`config.mk`:
```
export PLATFORM = sky130hd
export DESIGN_NAME = sktu_front
export DESIGN_NICKNAME = d
export VERILOG_FILES = /design/src/design/sktu_pkg.sv /design/src/design/sktu_front.sv
export SDC_FILE = /design/constraint.sdc
export NUM_CORES = 1
export LEC_CHECK = 0
export BUFFER_PORTS_ARGS = -buffer_cell sky130_fd_sc_hd__buf_2
export CORE_UTILIZATION = 59
export CTS_CLUSTER_SIZE = 16
export DETAILED_ROUTE_END_ITERATION = 10
export PLACE_DENSITY = 0.77
export RECOVER_POWER = 100
export SLEW_MARGIN = 25
export SYNTH_ARGS = -nofsm -noshare
export SYNTH_HDL_FRONTEND = slang
export SYNTH_SLANG_ARGS = --single-unit
```
`constraint.sdc`:
```
create_clock -name clk -period 5.95 [get_ports clk]
set_clock_uncertainty 0.15 [all_clocks]
set_input_delay 0.2975 -clock clk [delete_from_list [all_inputs] [get_ports clk]]
set_output_delay 0.2975 -clock clk [all_outputs]
set_load 0.02 [all_outputs]
```
`src/design/sktu_pkg.sv`:
```
// ----------------------------------------------------------------------------
// Session key table package
// Shared types, codes and defaults for the session key table upsert block.
// ----------------------------------------------------------------------------
package sktu_pkg;

  localparam int TABLE_ENTRIES_DEF = 64;
  localparam int SLOT_W            = 6;
  localparam int Q_DEPTH           = 2;

  typedef enum logic [2:0] {
    OUT_APPENDED  = 3'd0,
    OUT_REPLACED  = 3'd1,
    OUT_REJECTED  = 3'd2,
    OUT_KEPT_TIE  = 3'd3,
    OUT_DUPLICATE = 3'd4,
    OUT_FULL      = 3'd5
  } outcome_t;

  // Classification made by the search front end.
  typedef enum logic [1:0] {
    CLS_MATCH  = 2'd0,
    CLS_APPEND = 2'd1,
    CLS_FULL   = 2'd2
  } cls_t;

  typedef enum logic {
    F_IDLE = 1'b0,
    F_SCAN = 1'b1
  } front_state_t;

  typedef enum logic [1:0] {
    B_IDLE = 2'd0,
    B_EVAL = 2'd1
  } back_state_t;

  typedef struct packed {
    logic [15:0] host;
    logic [31:0] stamp_seconds;
    logic [19:0] stamp_micros;
    logic [63:0] key_upper;
    logic [63:0] key_lower;
  } in_req_t;

  typedef struct packed {
    outcome_t          outcome;
    logic [SLOT_W-1:0] slot;
  } out_res_t;

  // Stored part of an entry besides the host id.
  typedef struct packed {
    logic [31:0] seconds;
    logic [19:0] micros;
    logic [63:0] key_upper;
    logic [63:0] key_lower;
  } entry_t;

  typedef struct packed {
    cls_t    cls;
    in_req_t req;
  } q_entry_t;

  typedef struct packed {
    logic full;
    logic empty;
  } q_stat_t;

endpackage

```
`src/design/sktu_front.sv`:
```
// ----------------------------------------------------------------------------
// Session key table search front end
// Holds the host ids and fill count, scans filled slots one per cycle while the queue
// is not full, and classifies each request as match, append or full.
// ----------------------------------------------------------------------------
module sktu_front #(
  parameter int TABLE_ENTRIES = sktu_pkg::TABLE_ENTRIES_DEF
) (
  input  logic               clk,
  input  logic               rst_n,
  input  logic               accept,
  input  sktu_pkg::in_req_t  in_req,
  input  sktu_pkg::q_stat_t  q_stat,
  output logic               push,
  output sktu_pkg::q_entry_t push_entry,
  output logic [$clog2(TABLE_ENTRIES)-1:0] push_slot,
  output logic               front_busy
);

  localparam int AW = $clog2(TABLE_ENTRIES);
  localparam int FW = $clog2(TABLE_ENTRIES + 1);

  sktu_pkg::front_state_t state_r, state_nxt;
  sktu_pkg::in_req_t      req_r;
  logic [FW-1:0]          idx_r, idx_nxt;
  logic [FW-1:0]          fill_r, fill_nxt;
  logic                   pend_r, pend_nxt;
  logic [AW-1:0]          pend_idx_r, pend_idx_nxt;
  logic [15:0]            host_q_r;
  logic [15:0]            host_mem [TABLE_ENTRIES];

  logic hit, more, room, decide, rd_en, host_we;

  always_comb begin
    hit    = pend_r && (host_q_r == req_r.host);
    more   = idx_r < fill_r;
    room   = fill_r < FW'(TABLE_ENTRIES);
    decide = (state_r == sktu_pkg::F_SCAN) && !q_stat.full && (hit || !more);
    rd_en  = (state_r == sktu_pkg::F_SCAN) && !q_stat.full && !hit && more;
  end

  // Next state
  always_comb begin
    state_nxt = state_r;
    case (state_r)
      sktu_pkg::F_IDLE: if (accept) state_nxt = sktu_pkg::F_SCAN;
      sktu_pkg::F_SCAN: if (decide) state_nxt = sktu_pkg::F_IDLE;
      default:          state_nxt = sktu_pkg::F_IDLE;
    endcase
  end

  // Outputs and datapath control
  always_comb begin
    push             = decide;
    push_entry.req   = req_r;
    push_entry.cls   = sktu_pkg::CLS_FULL;
    push_slot        = fill_r[AW-1:0];
    front_busy       = (state_r != sktu_pkg::F_IDLE);
    idx_nxt          = idx_r;
    pend_nxt         = pend_r;
    pend_idx_nxt     = pend_idx_r;
    fill_nxt         = fill_r;
    host_we          = 1'b0;
    if (hit) begin
      push_entry.cls = sktu_pkg::CLS_MATCH;
      push_slot      = pend_idx_r;
    end else if (room) begin
      push_entry.cls = sktu_pkg::CLS_APPEND;
    end
    case (state_r)
      sktu_pkg::F_IDLE: begin
        if (accept) begin
          idx_nxt  = '0;
          pend_nxt = 1'b0;
        end
      end
      sktu_pkg::F_SCAN: begin
        if (!q_stat.full) begin
          // The read issued now is compared against the request next cycle.
          pend_nxt     = rd_en;
          pend_idx_nxt = idx_r[AW-1:0];
          if (rd_en) idx_nxt = idx_r + FW'(1);
          if (decide && push_entry.cls == sktu_pkg::CLS_APPEND) begin
            host_we  = 1'b1;
            fill_nxt = fill_r + FW'(1);
          end
        end
      end
      default: begin
        pend_nxt = 1'b0;
      end
    endcase
  end

  always_ff @(posedge clk) begin
    if (!rst_n) begin
      state_r <= sktu_pkg::F_IDLE;
      idx_r   <= '0;
      fill_r  <= '0;
      pend_r  <= 1'b0;
    end else begin
      state_r <= state_nxt;
      idx_r   <= idx_nxt;
      fill_r  <= fill_nxt;
      pend_r  <= pend_nxt;
    end
  end

  always_ff @(posedge clk) begin
    pend_idx_r <= pend_idx_nxt;
    if (accept && state_r == sktu_pkg::F_IDLE) req_r <= in_req;
  end

  always_ff @(posedge clk) begin
    if (host_we) host_mem[fill_r[AW-1:0]] <= req_r.host;
    if (rd_en)   host_q_r <= host_mem[idx_r[AW-1:0]];
  end

`ifndef SYNTHESIS
  a_fill_bound: assert property (@(posedge clk) disable iff (!rst_n)
    fill_r <= FW'(TABLE_ENTRIES))
    else $error("fill count beyond table size");

  a_append_grows: assert property (@(posedge clk) disable iff (!rst_n)
    (push && push_entry.cls == sktu_pkg::CLS_APPEND) |=> fill_r == $past(fill_r) + FW'(1))
    else $error("append did not advance the fill count");
`endif

endmodule

```
==> key figures, run 1 <==
Status
  – Status: finished, violations left
  – Failing checks: max-capacitance violations, max-slew violations

CTS
  – H-Tree Depth: 3
  – Post-CTS Setup Bufs: 0
  – Worst-Skew Late Latency: roughly 690 ps
  – Register clock-pin slew on the reported worst setup and hold paths: 60 ps
  – Max Root-Sink Buffers: 3
  – CTS tree: built
  – Total CTS buffers: around 120
  – CTS Sinks: roughly 1,300
  – Clock root cell: clkbuf_16

Global routing
  – First-pass GRT wire length: around 180,000 um
  – GRT Overall Usage: 0.314
  – Grt ovf: 0
  – Vias in the first global route: between 20,000 and 25,000
  – Maximum number of pins on one net before global-route repair: between 150 and 200
  – Initial antenna violation count: 4

Hold path
  – Hold Crit Class: in -> reg
  – Hold Crit Depth: 4
  – Start point of the worst hold path: q_stat[1]
  – Worst hold endpoint: pend_r

Finish
  – Share of cells above drive strength 1: 0.238
  – Commonest cells after routing, fill and taps aside: edfxtp_1, clkbuf_1, mux4_2
  – Final #Nets: about 2,900
  – Number of filler instances in the final layout: roughly 4,700
  – Commonest non-fill, non-tap cell in the layout: edfxtp_1
  – P&R area growth vs syn: 19.0%

Logic synthesis
  – Post-Synthesis Cells: 1,950
  – Top FF cell, synth: edfxtp_1
  – Synth warnings: 0
  – Post-Syn Nets: about 2,200
  – Yosys reg bits: 1,258
  – Syn Area/Cell: approximately 24 um2
  – Post-Syn Area: between 0.04 and 0.05 mm2
  – Yosys cell types: 44
  – Sequential share of the synthesized area: 0.802
  – Number of synthesized flops with an enable pin: between 1,000 and 1,500
  – Ys async rst share: 0

Routing
  – DRT Pass-1 Iters: 5
  – DRC Markers: 0
  – DR iter-0 viols: approximately 2,900
  – Vias per cell: 6.28
  – Remaining antenna violation count: 0
  – Vias: roughly 24,000
  – Post-Route WL: between 100,000 and 150,000 um
  – Wire per inst: 32.5 um

Timing
  – Slew Limit Fails: 1,233
  – Max Fclk: around 0.21 GHz
  – TNS Setup: 0 ps
  – Hold WS: 58.1 ps
  – Final min period: 4760 ps
  – Slew @ Worst Pin: 3350 ps
  – RSZ-0062 raised after global routing: false
  – Tcrit/Tclk final: 0.800
  – Final hold vios: 0
  – Slew margin rel.: -1.23
  – Final setup violation count: 0

Die
  – Core area: 0.0789 mm2
  – Rows: around 100
  – Die height: 284 um
  – Initial core utilization: 0.595
  – IO Pins: slightly above 400
  – Die area: ~0.081 mm2
  – Die X: around 280 um

Setup path
  – Startpoint Class: flip-flop
  – Worst Path Arrival: a little under 5000 ps
  – Worst Setup End Kind: flip-flop
  – Critical Path RT: 6080 ps
  – Worst stage delay on the critical path: ~1100 ps
  – Crit-path max FO: 16
  – R2R Setup Slk: around 1200 ps
  – Critical R2R Capture: host_mem[18][5]
  – Crit-path cells: inv_1 -> ha_1 -> and4_1 -> o21ai_0 -> o221ai_1 -> o211ai_1 -> or4_1 -> nor2_1 -> clkbuf_1
  – Reg2reg path depth: 9
  – Crit Path Category: reg -> reg
  – Slowest CP cell: clkbuf_1
  – R2r startpoint: fill_r[3]

Placed design
  – DP HPWL: between 70,000 and 80,000 um
  – I/O Buffers: roughly 410
  – Final GP Congestion: between 0.9 and 1

Power
  – Peak supply drop: approximately 0.27 mV
  – Pwr dens: between 300 and 400 mW/mm2
  – Static leakage: roughly 17 nW

Flow run
  – Max Cap Violations: 20
metrics by stage:
stage          power [W]  instance area [um2]  cells  utilization  setup slack [ps]
2_1_floorplan     0.0104                46900   1950            -               759
3_3_place_gp      0.0107                50600   3398        0.642              2020
3_5_place_dp      0.0107                50600   3398        0.642              1840
4_1_cts           0.0182                56500   3818        0.716              1820
5_1_grt           0.0186                55800   3819        0.708              1010
6_report          0.0181                55800   3820        0.708              1190
repair_timing:
action,4_1_cts,5_1_grt
hold endpoints to repair,202,0
resized for setup,0,0
hold buffers,200,0
report_power, final:
group          total (W)  leakage (nW)  internal [W]  switching, W
registers        0.00995          11.4       0.00989     0.0000656
clock network    0.00749          1.90       0.00430       0.00319
logic           0.000682          3.96      0.000221      0.000462
layer usage:
layer	share of wire	vias to the layer above	track usage
met5	0.00010	-	0
met4	0.058	2	0.161
met3	0.099	236	0.0573
met2	0.50	1601	0.517
met1	0.34	12444	0.406
li1	-	9725	-
how the worst max path moves through the flow:
stage / startpoint / endpoint / slack [ps] / depth (start not counted)
after floorplan: front_busy / push_entry[0] / 760 / 3
after global placement: push_entry[191] / host_q_r[2] / 2020 / 5
after detailed placement: push_entry[182] / host_q_r[2] / 1840 / 5
after CTS: push_entry[182] / host_q_r[9] / 1820 / 5
after global routing: fill_r[4] / host_mem[43][8] / 1010 / 9
final: fill_r[3] / host_mem[18][5] / 1190 / 9
cells in the mapped netlist (3+ instances only):
cell type / instances / share of area
buf_2: 23 / 0.0025
mux2i_1: 15 / 0.0032
a21oi_1: 10 / 0.0011
nor4_1: 4 / 0.00053
inv_1: 11 / 0.00088
or4_1: 8 / 0.0013
buf_4: 6 / 0.00096
edfxtp_1: 1242 / 0.79
nor2_1: 72 / 0.0058
buf_1: 9 / 0.00072
o21ai_0: 4 / 0.00043
mux4_2: 320 / 0.15
o22ai_1: 4 / 0.00053
ha_1: 8 / 0.0021
nand2_1: 22 / 0.0018
nor3_1: 10 / 0.0011
mux2_2: 18 / 0.0043
dfxtp_1: 16 / 0.0068
xnor2_1: 3 / 0.00056
nor3b_1: 4 / 0.00064
o211ai_1: 3 / 0.00048
nand3_1: 18 / 0.0019
nand4_1: 3 / 0.00040
nand2b_1: 6 / 0.00080
clkbuf_1: 60 / 0.0048
o21ai_1: 12 / 0.0013
or3_1: 3 / 0.00040
xor2_1: 15 / 0.0028
worst max-delay path: cells and delay by family (launching register included):
kind / cells / cell delay (ps)
buffers and inverters: 2 / 1280
adders and majority gates: 1 / 320
AOI/OAI and AO/OA: 3 / 860
DFF: 1 / 600
and+or+nand+nor: 3 / 1140
logic make-up (layout without fill, tap and decap cells):
kind of cell,after synthesis,after routing,synth area share
and+or+nand+nor,161,161,0.0164
muxes,353,353,0.161
other,0,1,0
DFF,1258,1258,0.802
AOI/OAI and AO/OA,42,42,0.00539
buffers and inverters,110,929,0.0101
adders and majority gates,8,8,0.00213
xor gates and xnor gates,18,18,0.00336
flip-flops by register name, summed over array words and instances (netlist names):
register,count
push_entry,196
fill_r,7
pend_idx_r,6
idx_r,7
pend_r,1
host_mem,1024
host_q_r,16
front_busy,1
layout make-up:
class / count / area, um2 / share of cell area
Sequential cell: 1258 / 37600 / 0.674
Inverter: 11 / 53.8 / 0.000964
Antenna cell: 1 / 2.50 / 0.0000448
Tap cell: 1050 / 1310 / 0.0235
Multi-Input combinational cell: 582 / 8840 / 0.158
Timing Repair Buffer: 698 / 4120 / 0.0738
Clock buffer: 145 / 3180 / 0.0570
Clock inverter: 75 / 677 / 0.0121
Power figures use the tool's default switching activity.
==> inputs of run 2 (changes only) <==
- ABC_AREA: not set -> 1
- CORE_UTILIZATION: 59 -> 54
- PLACE_DENSITY: 0.77 -> 0.74
- clock period: 5.95 -> 4.2 ns (I/O delays scaled with it)
==> key figures, run 2 <==
CTS
  – CTS tree: built
  – Max Root-Sink Buffers: 3 (unchanged)
  – H-Tree Depth: 3 (unchanged)
  – Register clock-pin slew on the reported worst setup and hold paths: 70 ps (about the same)
  – Total CTS buffers: 119 (unchanged)
  – Worst-Skew Late Latency: 730 ps (+40 ps)
  – Clock root cell: clkbuf_16
  – CTS Sinks: 1,258 (unchanged)

Setup path
  – Worst stage delay on the critical path: 890 ps (-190 ps)
  – Critical Path RT: 4390 ps (-1690 ps)
  – Crit Path Category: reg -> reg
  – Worst Path Arrival: 3920 ps (-970 ps)
  – Worst Setup End Kind: flip-flop
  – Slowest CP cell: clkbuf_1
  – Crit-path cells: clkinv_1 -> ha_1 -> nand2_1 -> nor2_1 -> nand2_1 -> nand3_1 -> nand4_1 -> clkbuf_1 -> nor3_2 -> clkbuf_1
  – Reg2reg path depth: 10 (+1)
  – Crit-path max FO: 16 (unchanged)
  – Startpoint Class: flip-flop

Logic synthesis
  – Synth top area cells: edfxtp_1, o21ai_0, nand2_1, nor2_1, o22ai_1
  – Top-area cell type share of the netlist area: 0.766 (-0.0285)
  – Post-Synthesis Cells: 3,699 (+90%)
  – Area leader, netlist: edfxtp_1
  – Ys async rst share: 0 (unchanged)
  – Top FF cell, synth: edfxtp_1
  – Synth warnings: 0 (unchanged)
  – Post-Syn Area: 0.0487 mm2 (+3.7%)
  – Synth cell count leaders: edfxtp_1, nand2_1, nor2_1
  – Post-Syn Nets: 3,908 (+81%)
  – Most common cell in the netlist: edfxtp_1
  – Yosys reg bits: 1,258 (unchanged)
  – Sequential share of the synthesized area: 0.773 (-0.0288)
  – Number of synthesized flops with an enable pin: 1,242 (unchanged)
  – Syn Area/Cell: 13.2 um2 (-45%)
  – Yosys cell types: 29 (-34%)

Finish
  – Final #Nets: 4,518 (+57%)
  – Final Core Density: 0.646 (-0.0613)
  – Max FFs per register: 1,024 (unchanged)
  – Number of filler instances in the final layout: 6,407 (+35%)
  – Share of cells above drive strength 1: 0.0990 (-0.139)
  – P&R area growth vs syn: 17.9%
  – Final instance area: 0.0574 mm2 (+2.8%)
  – Commonest non-fill, non-tap cell in the layout: edfxtp_1
  – Commonest cells after routing, fill and taps aside: edfxtp_1, nand2_1, nor2_1

Global routing
  – Initial antenna violation count: 2 (-2)
  – Maximum number of pins on one net before global-route repair: 224 (+48%)
  – Grt ovf: 0 (unchanged)
  – GRT Overall Usage: 0.293 (-0.0206)
  – Vias in the first global route: 31,636 (+27%)
  – First-pass GRT wire length: 197,000 um (+11%)

Routing
  – DR iter-0 viols: 4,112 (+41%)
  – Post-Route WL: 135,000 um (+8.7%)
  – Remaining antenna violation count: 0 (unchanged)
  – DRC Markers: 0 (unchanged)
  – Vias per cell: 5.88 (-6.4%)
  – DRT Pass-1 Iters: 6 (+1)
  – Wire per inst: 24.2 um (-25%)
  – Vias: 32,781 (+37%)

Timing
  – RSZ-0062 raised after global routing: false
  – Tcrit/Tclk final: 0.888 (+0.0882)
  – Final setup violation count: 0 (unchanged)
  – Final hold vios: 0 (unchanged)
  – Final WS setup: 469 ps (-720 ps)
  – Final min period: 3730 ps (-1030 ps)
  – Slew Limit Fails: 655 (-47%)
  – TNS Setup: 0 ps (unchanged)
  – Max Fclk: 0.268 GHz (+28%)
  – Slew @ Worst Pin: 2000 ps (-1350 ps)
  – Slew margin rel.: -0.336 (+0.897)

Die
  – Core area: 0.0888 mm2 (+13%)
  – Die X: 302 um (+6.4%)
  – IO Pins: 407 (unchanged)
  – Die height: 302 um (+6.4%)
  – Die area: 0.0913 mm2 (+13%)
  – Initial core utilization: 0.548 (-0.0468)
  – Rows: 109 (+5.8%)

Hold path
  – Hold Crit Depth: 2 (-2)
  – Hold Crit Class: in -> reg

Placed design
  – Final GP Congestion: 1.05 (+8.4%)
  – Placed instance area: 0.0521 mm2 (+3.0%)
  – I/O Buffers: 405 (unchanged)
  – DP HPWL: 75,100 um (+2.5%)
  – Pre-CTS setup slack: 847 ps (-994 ps)

Flow run
  – Max Cap Violations: 11 (-45%)

Power
  – Pwr dens: 450 mW/mm2 (+39%)
  – Total Power: 0.0258 W (+43%)
  – Peak supply drop: 0.369 mV (+38%)
  – Static leakage: 20.0 nW (+16%)

Status
  – Status: finished, violations left
  – Failing checks: max-capacitance violations, max-slew violations
-- run 2: path summary, 6_finish.rpt --
path,startpoint,endpoint,slack (ps)
max,fill_r[3],host_mem[1][4],470
min,in_req[58],push_entry[58],40
max reg2reg,fill_r[3],host_mem[1][4],470
min reg2reg,pend_r,pend_r,360
-- run 2: kinds of logic (layout without fill, tap and decap cells) --
family / count (synthesis) / count (layout) / synth area share
AND/OR/NAND/NOR: 1336 / 1336 / 0.107
flip-flops: 1258 / 1258 / 0.773
AO/OA/AOI/OAI: 799 / 799 / 0.0889
buffers and inverters: 288 / 995 / 0.0272
XOR/XNOR: 10 / 10 / 0.00180
adder cells (fa/ha/maj): 8 / 8 / 0.00206
other: 0 / 1 / 0
-- run 2: layer usage --
| layer | vias up | wire length [um] | part of all wire | global-route usage |
|---|---|---|---|---|
| met1 | 15916 | 48700 | 0.36 | 0.380 |
| li1 | 14654 | - | - | - |
| met5 | - | 23 | 0.00017 | 0 |
| met4 | 4 | 6700 | 0.050 | 0.141 |
| met3 | 310 | 15100 | 0.11 | 0.0662 |
| met2 | 1897 | 64600 | 0.48 | 0.472 |
-- run 2: layout make-up --
class                   instances  area, um2  area share
flip-flops and latches       1258      37600       0.656
multi-input cells            2153       9720       0.169
repair buffers                718       4450      0.0776
clock buffers                 156       3180      0.0553
well taps                    1165       1460      0.0254
clock inverters                62        713      0.0124
inverters                      59        246     0.00429
diodes                          1       2.50   0.0000436
-- run 2: worst max-delay path: cells and delay by family (launching register included) --
kind	cells	cell delay, ps
buf+inv	3	1640
simple gates	6	680
flops	1	480
fa+ha+maj	1	390
-- run 2: what timing repair did --
item	in CTS	in global routing
setup buffers	0	0
hold buffers	200	0
resized for setup	0	0
endpoints found under the setup margin	0	0
endpoints found under the hold margin	218	0
-- run 2: stage by stage --
stage / std cells / hold slack [ps]
after detailed placement: 5153 / 238
after global routing: 5571 / 48.4
after CTS: 5571 / 16.1
after global placement: 5153 / 237
after floorplan: 3699 / 159
final: 5572 / 44.9
-- run 2: report_power, final --
group	switching (W)	total (W)	internal (W)
sequential	0.0000812	0.0141	0.0140
clock	0.00458	0.0108	0.00617
combinational	0.000723	0.00102	0.000298
total	0.00538	0.0258	0.0204
