===== config.mk =====
export PLATFORM = sky130hd
export DESIGN_NAME = sktu_queue
export DESIGN_NICKNAME = d
export VERILOG_FILES = /design/src/design/sktu_pkg.sv /design/src/design/sktu_queue.sv
export SDC_FILE = /design/constraint.sdc
export NUM_CORES = 1
export LEC_CHECK = 0
export BUFFER_PORTS_ARGS = -buffer_cell sky130_fd_sc_hd__buf_2
export CORE_MARGIN = 4
export CORE_UTILIZATION = 52
export DETAILED_ROUTE_END_ITERATION = 10
export PLACE_DENSITY_LB_ADDON = 0.15
export REMOVE_ABC_BUFFERS = 1
export SLEW_MARGIN = 10
export SYNTH_ARGS = -nofsm -noshare
export SYNTH_HDL_FRONTEND = slang
export SYNTH_SLANG_ARGS = --single-unit

===== constraint.sdc =====
create_clock -name clk -period 9.4 [get_ports clk]
set_clock_uncertainty 0.2 [all_clocks]
set_input_delay 2.82 -clock clk [delete_from_list [all_inputs] [get_ports clk]]
set_output_delay 2.82 -clock clk [all_outputs]
set_load 0.1 [all_outputs]

===== src/design/sktu_pkg.sv =====
// ----------------------------------------------------------------------------
// Session key table package
// Shared types, codes and defaults for the session key table upsert block.
// ----------------------------------------------------------------------------
package sktu_pkg;

  localparam int TABLE_ENTRIES_DEF = 64;
  localparam int SLOT_W            = 6;
  localparam int Q_DEPTH           = 2;

  typedef enum logic [2:0] {
    OUT_APPENDED  = 3'd0,
    OUT_REPLACED  = 3'd1,
    OUT_REJECTED  = 3'd2,
    OUT_KEPT_TIE  = 3'd3,
    OUT_DUPLICATE = 3'd4,
    OUT_FULL      = 3'd5
  } outcome_t;

  // Classification made by the search front end.
  typedef enum logic [1:0] {
    CLS_MATCH  = 2'd0,
    CLS_APPEND = 2'd1,
    CLS_FULL   = 2'd2
  } cls_t;

  typedef enum logic {
    F_IDLE = 1'b0,
    F_SCAN = 1'b1
  } front_state_t;

  typedef enum logic [1:0] {
    B_IDLE = 2'd0,
    B_EVAL = 2'd1
  } back_state_t;

  typedef struct packed {
    logic [15:0] host;
    logic [31:0] stamp_seconds;
    logic [19:0] stamp_micros;
    logic [63:0] key_upper;
    logic [63:0] key_lower;
  } in_req_t;

  typedef struct packed {
    outcome_t          outcome;
    logic [SLOT_W-1:0] slot;
  } out_res_t;

  // Stored part of an entry besides the host id.
  typedef struct packed {
    logic [31:0] seconds;
    logic [19:0] micros;
    logic [63:0] key_upper;
    logic [63:0] key_lower;
  } entry_t;

  typedef struct packed {
    cls_t    cls;
    in_req_t req;
  } q_entry_t;

  typedef struct packed {
    logic full;
    logic empty;
  } q_stat_t;

endpackage


===== src/design/sktu_queue.sv =====
// ----------------------------------------------------------------------------
// Session key table request queue
// Short FIFO of classified requests between the search front and the
// update back end.
// ----------------------------------------------------------------------------
module sktu_queue #(
  parameter int AW = $clog2(sktu_pkg::TABLE_ENTRIES_DEF)
) (
  input  logic               clk,
  input  logic               rst_n,
  input  logic               push,
  input  sktu_pkg::q_entry_t push_entry,
  input  logic [AW-1:0]      push_slot,
  input  logic               pop,
  output sktu_pkg::q_entry_t head_entry,
  output logic [AW-1:0]      head_slot,
  output sktu_pkg::q_stat_t  q_stat
);

  localparam int PW = (sktu_pkg::Q_DEPTH > 1) ? $clog2(sktu_pkg::Q_DEPTH) : 1;
  localparam int CW = $clog2(sktu_pkg::Q_DEPTH + 1);

  sktu_pkg::q_entry_t entry_r [sktu_pkg::Q_DEPTH];
  logic [AW-1:0]      slot_r  [sktu_pkg::Q_DEPTH];
  logic [PW-1:0]      wr_ptr_r, wr_ptr_nxt, rd_ptr_r, rd_ptr_nxt;
  logic [CW-1:0]      count_r, count_nxt;
  logic               do_push, do_pop;

  always_comb begin
    q_stat.full  = (count_r == CW'(sktu_pkg::Q_DEPTH));
    q_stat.empty = (count_r == '0);
    do_push      = push && !q_stat.full;
    do_pop       = pop && !q_stat.empty;
    head_entry   = entry_r[rd_ptr_r];
    head_slot    = slot_r[rd_ptr_r];
    wr_ptr_nxt   = wr_ptr_r;
    rd_ptr_nxt   = rd_ptr_r;
    count_nxt    = count_r;
    if (do_push) begin
      wr_ptr_nxt = (wr_ptr_r == PW'(sktu_pkg::Q_DEPTH - 1)) ? '0 : wr_ptr_r + PW'(1);
    end
    if (do_pop) begin
      rd_ptr_nxt = (rd_ptr_r == PW'(sktu_pkg::Q_DEPTH - 1)) ? '0 : rd_ptr_r + PW'(1);
    end
    if (do_push && !do_pop) count_nxt = count_r + CW'(1);
    if (do_pop && !do_push) count_nxt = count_r - CW'(1);
  end

  always_ff @(posedge clk) begin
    if (!rst_n) begin
      wr_ptr_r <= '0;
      rd_ptr_r <= '0;
      count_r  <= '0;
    end else begin
      wr_ptr_r <= wr_ptr_nxt;
      rd_ptr_r <= rd_ptr_nxt;
      count_r  <= count_nxt;
    end
  end

  always_ff @(posedge clk) begin
    if (do_push) begin
      entry_r[wr_ptr_r] <= push_entry;
      slot_r[wr_ptr_r]  <= push_slot;
    end
  end

`ifndef SYNTHESIS
  a_no_overflow: assert property (@(posedge clk) disable iff (!rst_n)
    push |-> !q_stat.full)
    else $error("request pushed into a full queue");
`endif

endmodule


==> results of run 1 <==
==> worst min-delay path by stage <==
stage | startpoint | end | slack, ps | cells after the start
after floorplan | wr_ptr_r$_SDFFE_PN0N_ | wr_ptr_r$_SDFFE_PN0N_ | 260 | 2
after global placement | wr_ptr_r$_SDFFE_PN0N_ | wr_ptr_r$_SDFFE_PN0N_ | 270 | 2
after detailed placement | wr_ptr_r$_SDFFE_PN0N_ | wr_ptr_r$_SDFFE_PN0N_ | 290 | 2
after CTS | wr_ptr_r$_SDFFE_PN0N_ | wr_ptr_r$_SDFFE_PN0N_ | 300 | 2
after global routing | wr_ptr_r$_SDFFE_PN0N_ | wr_ptr_r$_SDFFE_PN0N_ | 320 | 2
final | wr_ptr_r$_SDFFE_PN0N_ | wr_ptr_r$_SDFFE_PN0N_ | 300 | 2
==> sequential cells by signal, summed over array words and instances, names as in the netlist, named ones only <==
register	count
count_r	2
slot_r	12
rd_ptr_r	1
wr_ptr_r	1
entry_r	396
==> layer usage <==
metal	up-vias	part of all wire [%]
met5	-	0.53
met4	24	2.6
met3	66	9.9
met2	305	51
met1	3800	36
li1	3536	-
==> worst max-delay path: cells and delay by family, from the launching register on <==
| family | cells | cell delay (ps) |
|---|---|---|
| buffers and inverters | 2 | 1300 |
| DFF | 1 | 1010 |
| muxes | 1 | 360 |
==> logic make-up after synthesis <==
| family | count (synthesis) | share of synthesized area (%) |
|---|---|---|
| flip-flops | 413 | 82.5 |
| multiplexers | 204 | 15.3 |
| buffers and inverters | 26 | 1.28 |
| AND/OR/NAND/NOR | 9 | 0.359 |
| AO/OA/AOI/OAI | 5 | 0.217 |
| XOR/XNOR | 3 | 0.176 |
| adder cells (fa/ha/maj) | 1 | 0.0836 |
==> Yosys cell counts (all sizes together) <==
cell    count
xnor2       3
and2        1
nand2       1
nor2        1
nand2b      1
a21boi      2
inv         3
buf        23
edfxtp    408
or3         2
dfxtp       5
and3        1
o21a        1
mux2      204
nor2b       2
o21ai       2
ha          1
==> layout make-up <==
class | count | share of cell area, %
Multi-Input combinational cell | 222 | 13.0
Antenna cell | 6 | 0.0803
Sequential cell | 413 | 66.1
Timing Repair Buffer | 418 | 11.3
Tap cell | 378 | 2.53
Clock inverter | 22 | 0.663
Inverter | 3 | 0.100
Clock buffer | 55 | 6.22
==> cells in the final DEF, fill, tap and decap left out <==
cell and count:
or3_1 2, dfxtp_4 1, clkinvlp_4 2, ha_1 1, bufinv_16 1, nor2_1 1
clkbuf_16 45, clkinv_1 13, buf_2 413, inv_8 1, nor2b_1 2, o21ai_0 2
and2_1 1, and3_4 1, o21a_1 1, inv_2 1, xnor2_1 3, diode_2 6
buf_12 1, edfxtp_1 408, nand2b_2 1, clkbuf_1 10, nand2_1 1, clkinv_2 6
a21boi_1 2, inv_1 1, buf_4 4, dfxtp_1 4, mux2_2 204
==> stage by stage <==
stage	utilization [%]	instances	area, sq um
2_1_floorplan	-	638	14800
3_3_place_gp	61.9	1434	17400
3_5_place_dp	61.9	1434	17400
4_1_cts	66.5	1511	18700
5_1_grt	66.5	1516	18700
6_report	66.6	1517	18700
==> summary.txt, run 1 <==
Worst setup path
  • Startpoint types: register
  • Ordered list of cells on the worst path: buf_4 -> mux2_2 -> buf_2
  • Slowest cell on the critical path: dfxtp_4
  • Critical path class: reg -> out
  • Critical path's largest stage delay: approximately 1000 ps
  • R2r endpoint: entry_r[0][86]$_DFFE_PP_
  • Crit-path max FO: between 70 and 80
  • Reg-to-reg slack, setup: between 6000 and 7000 ps
  • Critical Path Sink Type: primary output
  • FF-to-FF path depth: 5
  • Data arrival, critical path: 3220 ps
  • WP data required: between 6000 and 7000 ps
  • R2r startpoint: count_r[0]$_SDFFE_PN0P_
  • Setup crit end: head_entry[114]

Logic synthesis
  • Seq/Total Area, Yosys: between 80 and 90%
  • Synth Cell Area: between 0.01 and 0.015 sq mm
  • Top-area cell type share of the netlist area: about four fifths
  • Synth Area per Inst: approximately 23 sq um
  • Syn. warnings: 0
  • Synth Register Bits: slightly above 400
  • Synth cell types: 20
  • Leading area contributor after synthesis: edfxtp_1
  • Syn Inst Count: 661
  • Top post-synthesis cells by area: edfxtp_1, mux2_2, dfxtp_1

Run status
  • Status: completed

Global route
  • Vias in the first global route: around 8,000
  • First-pass GRT wire length: ~45,000 microns
  • Initial antenna violation count: 17
  • M1 GR Usage: 21.8%
  • GRT Util Overall: 18.9%
  • Total gr overflow: 0
  • Largest net degree at the start of global routing: between 100 and 150
  • GR peak layer: met2
  • Met2 Use GR: between 30% and 40%
  • GRT met3 Usage: roughly 7.6%

Flow run
  • Total of max-cap violations: 0

Timing
  • Fin Hold WS: between 200 and 300 ps
  • Post-route minimum period: around 6200 ps
  • Slew margin rel.: ~28%
  • Fin. Hold Viols: 0
  • Worst slew pin tran: around 1100 ps
  • Final setup fails: 0
  • Post-route setup TNS: 0 ps
  • Fmax: ~160 MHz
  • Fin. max-slew vios: 0
  • Worst Setup Slack, final: 3160 ps
  • RSZ-0062 raised after global routing: no
  • Period utilization: between 60% and 70%

Floorplanning
  • Starting Density: between 50% and 60%
  • # rows: 61
  • Core Area: 0.0281 sq mm
  • Die Ht: 178 microns
  • Die X: 178 microns
  • IO Pins: roughly 410
  • DIE AREA: approximately 0.032 sq mm

Placed design
  • Routability cong.: between 0.7 and 0.8
  • Placed wire-length estimate: between 20,000 and 25,000 microns
  • Port buffer count: between 400 and 500
  • Setup slack after placement: about 3600 ps

Route
  • Drt initial violations: ~380
  • Final ANT Viol Nets: 0
  • DR WL/cell: 20.4 microns
  • Post-Route WL: 30,900 microns
  • Via count: a little under 8,000
  • First-pass DRT Iterations: 5
  • Vias per inst: between 5 and 6
  • Post-route DRC: 0

Clock tree
  • CTS tree: done
  • Post-CTS Setup Inserts: 0
  • CTS H-tree depth: 2
  • Worst-skew pair later-pin latency: around 520 ps
  • Num CTS Buffers: 42
  • Hold-fix buffers, CTS: 0
  • Clock Tree Buf Depth: 3
  • CTS root buffer: clkbuf_16
  • CTS resizes: 0
  • CTS clock-pin slew for the worst setup and hold paths: 60 ps
  • TritonCTS Sinks: approximately 410

Final layout
  • Layout area overhead: 24.9%
  • Final net count: approximately 1,300
  • Register area: approximately 0.012 sq mm
  • Filler instances: approximately 2,000
  • Layout cell share with drive strength beyond 1: between 60 and 70%
  • Multi-input gate area in the final layout: about 0.0024 sq mm

Worst hold path
  • Worst hold path class: reg -> reg
Power of run 1 is left out: the tool's default activity adds up to more than one toggle a clock period on the data nets, which glitch-free logic cannot reach.
==> inputs of run 2 (changes only) <==
Clock period 9.4 ns to 6.4 ns, I/O delays scaled along.
==> run 2 against run 1 <==
  * Sequential share of layout area rose by 0.26 points
  * Global-route usage is 0.56 points lower
  * Via count fell by 0.66%
  * Design area is 0.39% lower
  * Clock-buffer cell count is 4 higher
  * Hold slack better by 2.9 ps
  * Cell count shrank 0.46%
  * Highest routed layer unchanged
  * Die area stayed put
  * Register-to-register slack got worse by 2400 ps
  * Non-clock buffer count up 3
==> summary.txt, run 2 (synthesis gave the netlist of run 1 again) <==
Worst hold path
  • Worst hold path class: reg -> reg
  • Hold depth: 2 (unchanged)

Final layout
  • Register with the most flip-flops: entry_r
  • Layout area overhead: 24.4%
  • Top Registers: entry_r: 396 flops, slot_r: 12 flops, count_r: 2 flops
  • Register area: 0.0124 sq mm (unchanged)
  • Filler instances: 2,030 (-0.29%)
  • Layout cell share with drive strength beyond 1: 60.2% (+0.089 points)
  • End-of-flow core utilization: 66.3% (-0.26 points)
  • Layout Cells excl Fill: 1,510 (-0.46%)
  • Commonest non-fill, non-tap cell in the layout: buf_2
  • Multi-input gate area in the final layout: 0.00243 sq mm (unchanged)
  • Largest register FFs: 396 (unchanged)
  • Most frequent cells in the layout: buf_2, edfxtp_1, mux2_2, clkbuf_16, clkbuf_1
  • Final net count: 1,311 (+0.15%)

Floorplanning
  • # rows: 61 (unchanged)
  • Starting Density: 53.3% (unchanged)
  • Die X: 178 microns (unchanged)
  • DIE AREA: 0.0316 sq mm (unchanged)
  • Core Area: 0.0281 sq mm (unchanged)
  • IO Pins: 414 (unchanged)
  • Die Ht: 178 microns (unchanged)

Timing
  • Fmax: 211 MHz
  • Post-route minimum period: around 4700 ps
  • Worst slew pin tran: 930 ps (-143 ps)
  • Final setup fails: 0 (unchanged)
  • Period utilization: about three quarters
  • Fin. max-slew vios: 0 (unchanged)
  • Fin. Hold Viols: 0 (unchanged)
  • Slew margin rel.: 38.0% (+9.5 points)
  • RSZ-0062 raised after global routing: no
  • Post-route setup TNS: 0 ps (unchanged)

Route
  • DR WL/cell: 19.9 microns (-2.5%)
  • Post-Route WL: 30,000 microns (-2.9%)
  • Drt initial violations: 450 (+20%)
  • Via count: 7,680 (-0.66%)
  • Vias per inst: 5.09 (-0.20%)
  • First-pass DRT Iterations: 4 (-1)
  • Final ANT Viol Nets: 0 (unchanged)
  • Post-route DRC: 0 (unchanged)

Placed design
  • Placed wire-length estimate: 20,400 microns (-2.5%)
  • Placed Cells: 1,437 (+0.21%)
  • Port buffer count: 413 (unchanged)
  • Routability cong.: 0.750 (-2.6%)

Clock tree
  • CTS resizes: 0 (unchanged)
  • CTS clock-pin slew for the worst setup and hold paths: 60 ps (about the same)
  • Post-CTS Setup Inserts: 0 (unchanged)
  • Worst-skew pair later-pin latency: 510 ps (about the same)
  • CTS H-tree depth: 2 (unchanged)
  • Num CTS Buffers: 41 (-2.4%)
  • Clock Tree Buf Depth: 3 (unchanged)
  • CTS tree: done
  • CTS root buffer: clkbuf_16
  • TritonCTS Sinks: 413 (unchanged)
  • Hold-fix buffers, CTS: 0 (unchanged)

Worst setup path
  • Crit-path max FO: 69 (-6.8%)
  • Critical path class: reg -> out
  • Critical Path Sink Type: primary output
  • Data arrival, critical path: 2630 ps (-590 ps)
  • FF-to-FF path depth: 5 (unchanged)
  • Startpoint types: register
  • WP data required: 4280 ps (-2100 ps)

Global route
  • Largest net degree at the start of global routing: 124 (-14%)
  • Vias in the first global route: 8,003 (-0.44%)
  • Total gr overflow: 0 (unchanged)
  • First-pass GRT wire length: 44,100 microns (-2.3%)
  • Initial antenna violation count: 11 (-6)
  • GRT Util Overall: 18.3% (-0.56 points)

Flow run
  • Total of max-cap violations: 0 (unchanged)

Run status
  • Status: completed
-- run 2: cell types whose count changed in the layout (fill, tap and decap cells not counted) --
cell,change
diode_2,-2
clkbuf_16,-4
clkbuf_1,+6
clkinvlp_4,-2
bufinv_16,-1
buf_12,+3
clkbuf_8,+2
clkinv_1,-9
-- run 2: per-stage QoR --
step / cell area (sq um) / hold slack [ps] / setup WS [ps]
after floorplan: 14800 / 257 / -1590
after global placement: 17500 / 272 / 2140
after detailed placement: 17500 / 295 / 2130
after CTS: 18600 / 303 / 1590
after global routing: 18600 / 327 / 1520
final: 18600 / 299 / 1650
-- run 2: layout make-up --
type / instances / area share (%)
antenna: 4 / 0.0538
clock buffer: 59 / 5.98
clock inverter: 10 / 0.242
inverter: 3 / 0.101
multi-input combinational: 222 / 13.0
sequential: 413 / 66.4
tap: 378 / 2.54
timing repair buffer: 421 / 11.7
-- run 2: worst max-delay path, cell delays in order, from the launching register on --
cell	delay, ps
dfxtp_4	890
buf_12	390
mux2_2	410
buf_2	300
-- run 2: path summary, 6_finish.rpt --
check                          start                   endpoint  slack (ps)
max reg2reg  count_r[0]$_SDFFE_PN0P_  entry_r[0][104]$_DFFE_PP_        3620
max                         register              head_entry[8]        1650
min            wr_ptr_r$_SDFFE_PN0N_      wr_ptr_r$_SDFFE_PN0N_         300
min reg2reg    wr_ptr_r$_SDFFE_PN0N_      wr_ptr_r$_SDFFE_PN0N_         300
-- run 2: metal layers --
layer | vias to the layer above | share of wire, % | global-route usage (%)
met5 | - | 0.34 | 0
met4 | 16 | 3.0 | 5.90
met3 | 72 | 11 | 7.07
met2 | 311 | 50 | 31.7
met1 | 3748 | 36 | 21.2
li1 | 3533 | - | -
Power of run 2 is left out for the same reason.
==> inputs of run 3 (changes only) <==
Clock period 6.4 ns to 4.7 ns, I/O delays scaled along.
==> run 3 against run 2 <==
  * Critical path depth unchanged
  * Core utilization is 0.88 points higher
  * Sequential share of layout area is 0.87 points lower
  * First-iteration DRC count down 2.9%
  * Clock-buffer cell count rose by 1
  * Largest cell class unchanged
  * Flip-flop and latch count is the same
  * Non-clock buffer count increased by 8
  * Wire length increased by 1.9%
  * Cell count rose by 1.3%
  * Global-route usage up 0.45 points
  * Hold slack gained 1.5 ps
==> summary.txt, run 3 (synthesis gave the netlist of run 1 again) <==
Run status
  • Status: completed

Route
  • Vias per inst: 5.05 (-0.81%)
  • Post-route DRC: 0 (unchanged)
  • First-pass DRT Iterations: 4 (unchanged)
  • DR WL/cell: 20.0 microns (+0.59%)
  • Post-Route WL: 30,600 microns (+1.9%)
  • Final ANT Viol Nets: 0 (unchanged)
  • Via count: 7,714 (+0.44%)
  • Drt initial violations: 437 (-2.9%)

Clock tree
  • Hold-fix buffers, CTS: 0 (unchanged)
  • TritonCTS Sinks: 413 (unchanged)
  • CTS H-tree depth: 2 (unchanged)
  • CTS tree: done
  • Num CTS Buffers: 42 (+2.4%)
  • Clock Tree Buf Depth: 3 (unchanged)
  • CTS clock-pin slew for the worst setup and hold paths: 60 ps (about the same)
  • Worst-skew pair later-pin latency: 510 ps (about the same)
  • Post-CTS Setup Inserts: 0 (unchanged)
  • CTS resizes: 0 (unchanged)
  • CTS root buffer: clkbuf_16

Worst setup path
  • WP data required: 3090 ps (-1190 ps)
  • Crit-path max FO: 46 (-33%)
  • Slowest cell on the critical path: dfxtp_4
  • Worst Path Buf+Inv: 2 (unchanged)
  • Critical path class: reg -> out
  • Top Family by Delay on Critical Path: flip-flops
  • Startpoint types: register
  • Critical path's largest stage delay: 770 ps (-120 ps)
  • Critical Path Sink Type: primary output
  • Ordered list of cells on the worst path: buf_12 -> mux2_2 -> buf_2
  • Data arrival, critical path: 2380 ps (-250 ps)

Timing
  • Fin Hold WS: 301 ps (+1.48 ps)
  • Fmax: approximately 250 MHz
  • Post-route minimum period: around 4000 ps
  • Slew margin rel.: 52.9% (+15 points)
  • Final setup fails: 0 (unchanged)
  • Fin. Hold Viols: 0 (unchanged)
  • RSZ-0062 raised after global routing: no
  • Worst Setup Slack, final: 713 ps (-940 ps)
  • Worst slew pin tran: 707 ps (-223 ps)
  • Period utilization: a little over four fifths
  • Fin. max-slew vios: 0 (unchanged)

Worst hold path
  • Worst hold path class: reg -> reg

Final layout
  • Final net count: 1,320 (+0.69%)
  • Top Registers: entry_r: 396 flops, slot_r: 12 flops, count_r: 2 flops
  • Commonest non-fill, non-tap cell in the layout: buf_2
  • Register with the most flip-flops: entry_r
  • Largest register FFs: 396 (unchanged)
  • Multi-input gate area in the final layout: 0.00243 sq mm (unchanged)
  • Layout Cells excl Fill: 1,529 (+1.3%)
  • Filler instances: 2,021 (-0.44%)
  • Layout area overhead: 26.1%
  • Fin area: 0.0189 sq mm (+1.3%)
  • Layout cell share with drive strength beyond 1: 60.4% (+0.19 points)
  • Most frequent cells in the layout: buf_2, edfxtp_1, mux2_2, clkbuf_16, clkbuf_1
  • Register area: 0.0124 sq mm (unchanged)

Floorplanning
  • DIE AREA: 0.0316 sq mm (unchanged)
  • Core Area: 0.0281 sq mm (unchanged)
  • IO Pins: 414 (unchanged)
  • # rows: 61 (unchanged)
  • Die Ht: 178 microns (unchanged)
  • Die X: 178 microns (unchanged)
  • Starting Density: 53.3% (unchanged)

Global route
  • Total gr overflow: 0 (unchanged)
  • First-pass GRT wire length: 44,900 microns (+2.0%)
  • Largest net degree at the start of global routing: 73 (-41%)
  • Vias in the first global route: 8,117 (+1.4%)
  • GRT Util Overall: 18.8% (+0.45 points)
  • Initial antenna violation count: 17 (+6)

Placed design
  • Setup slack after placement: 1230 ps (-898 ps)
  • Placed wire-length estimate: 21,000 microns (+2.8%)
  • Area post-placement: 0.0176 sq mm (+0.70%)
  • Routability cong.: 0.763 (+1.8%)
  • Port buffer count: 413 (unchanged)
  • Placed Cells: 1,445 (+0.56%)

Flow run
  • Total of max-cap violations: 0 (unchanged)
[run 3: cell count changes in the layout (fill, tap and decap cells not counted), sizes merged]
cell / delta
buf: +8
diode: +6
clkinv: +3
bufinv: +1
clkbuf: +1
[run 3: worst min-delay path: stages, from the launching register on]
cell and delay [ps]:
dfxtp_1 320, o21ai_0 70, a21boi_1 60
[run 3: cell type report]
class                   instances  area share (%)
diodes                         10           0.133
clock inverters                14           0.451
well taps                     378            2.51
flip-flops and latches        413            65.5
repair buffers                429            12.2
clock buffers                  60            6.27
multi-input cells             222            12.9
inverters                       3          0.0995
[run 3: per-layer routing]
| metal | vias to the layer above | global-route usage, % | part of all wire (%) |
|---|---|---|---|
| met1 | 3762 | 21.7 | 36 |
| li1 | 3562 | - | - |
| met3 | 71 | 7.20 | 10 |
| met2 | 301 | 31.9 | 51 |
| met5 | - | 0 | 0.37 |
| met4 | 18 | 7.03 | 3.2 |
[run 3: worst paths after layout]
check | startpoint | endpoint | slack, ps | cells past startpoint
worst max-delay path | register | head_entry[174] | 710 | 3
worst max register to register | count_r[0]$_SDFFE_PN0P_ | entry_r[0][141]$_DFFE_PP_ | 2230 | 5
worst min register to register | wr_ptr_r$_SDFFE_PN0N_ | wr_ptr_r$_SDFFE_PN0N_ | 300 | 2
worst min-delay path | wr_ptr_r$_SDFFE_PN0N_ | wr_ptr_r$_SDFFE_PN0N_ | 300 | 2
[run 3: through the flow]
| step | setup TNS, ps | util [%] |
|---|---|---|
| floorplan | -1386730 | - |
| global placement | 0 | 62.6 |
| detailed placement | 0 | 62.6 |
| CTS | 0 | 67.1 |
| global route | 0 | 67.2 |
| finish | 0 | 67.2 |
Power of run 3 is left out for the same reason.
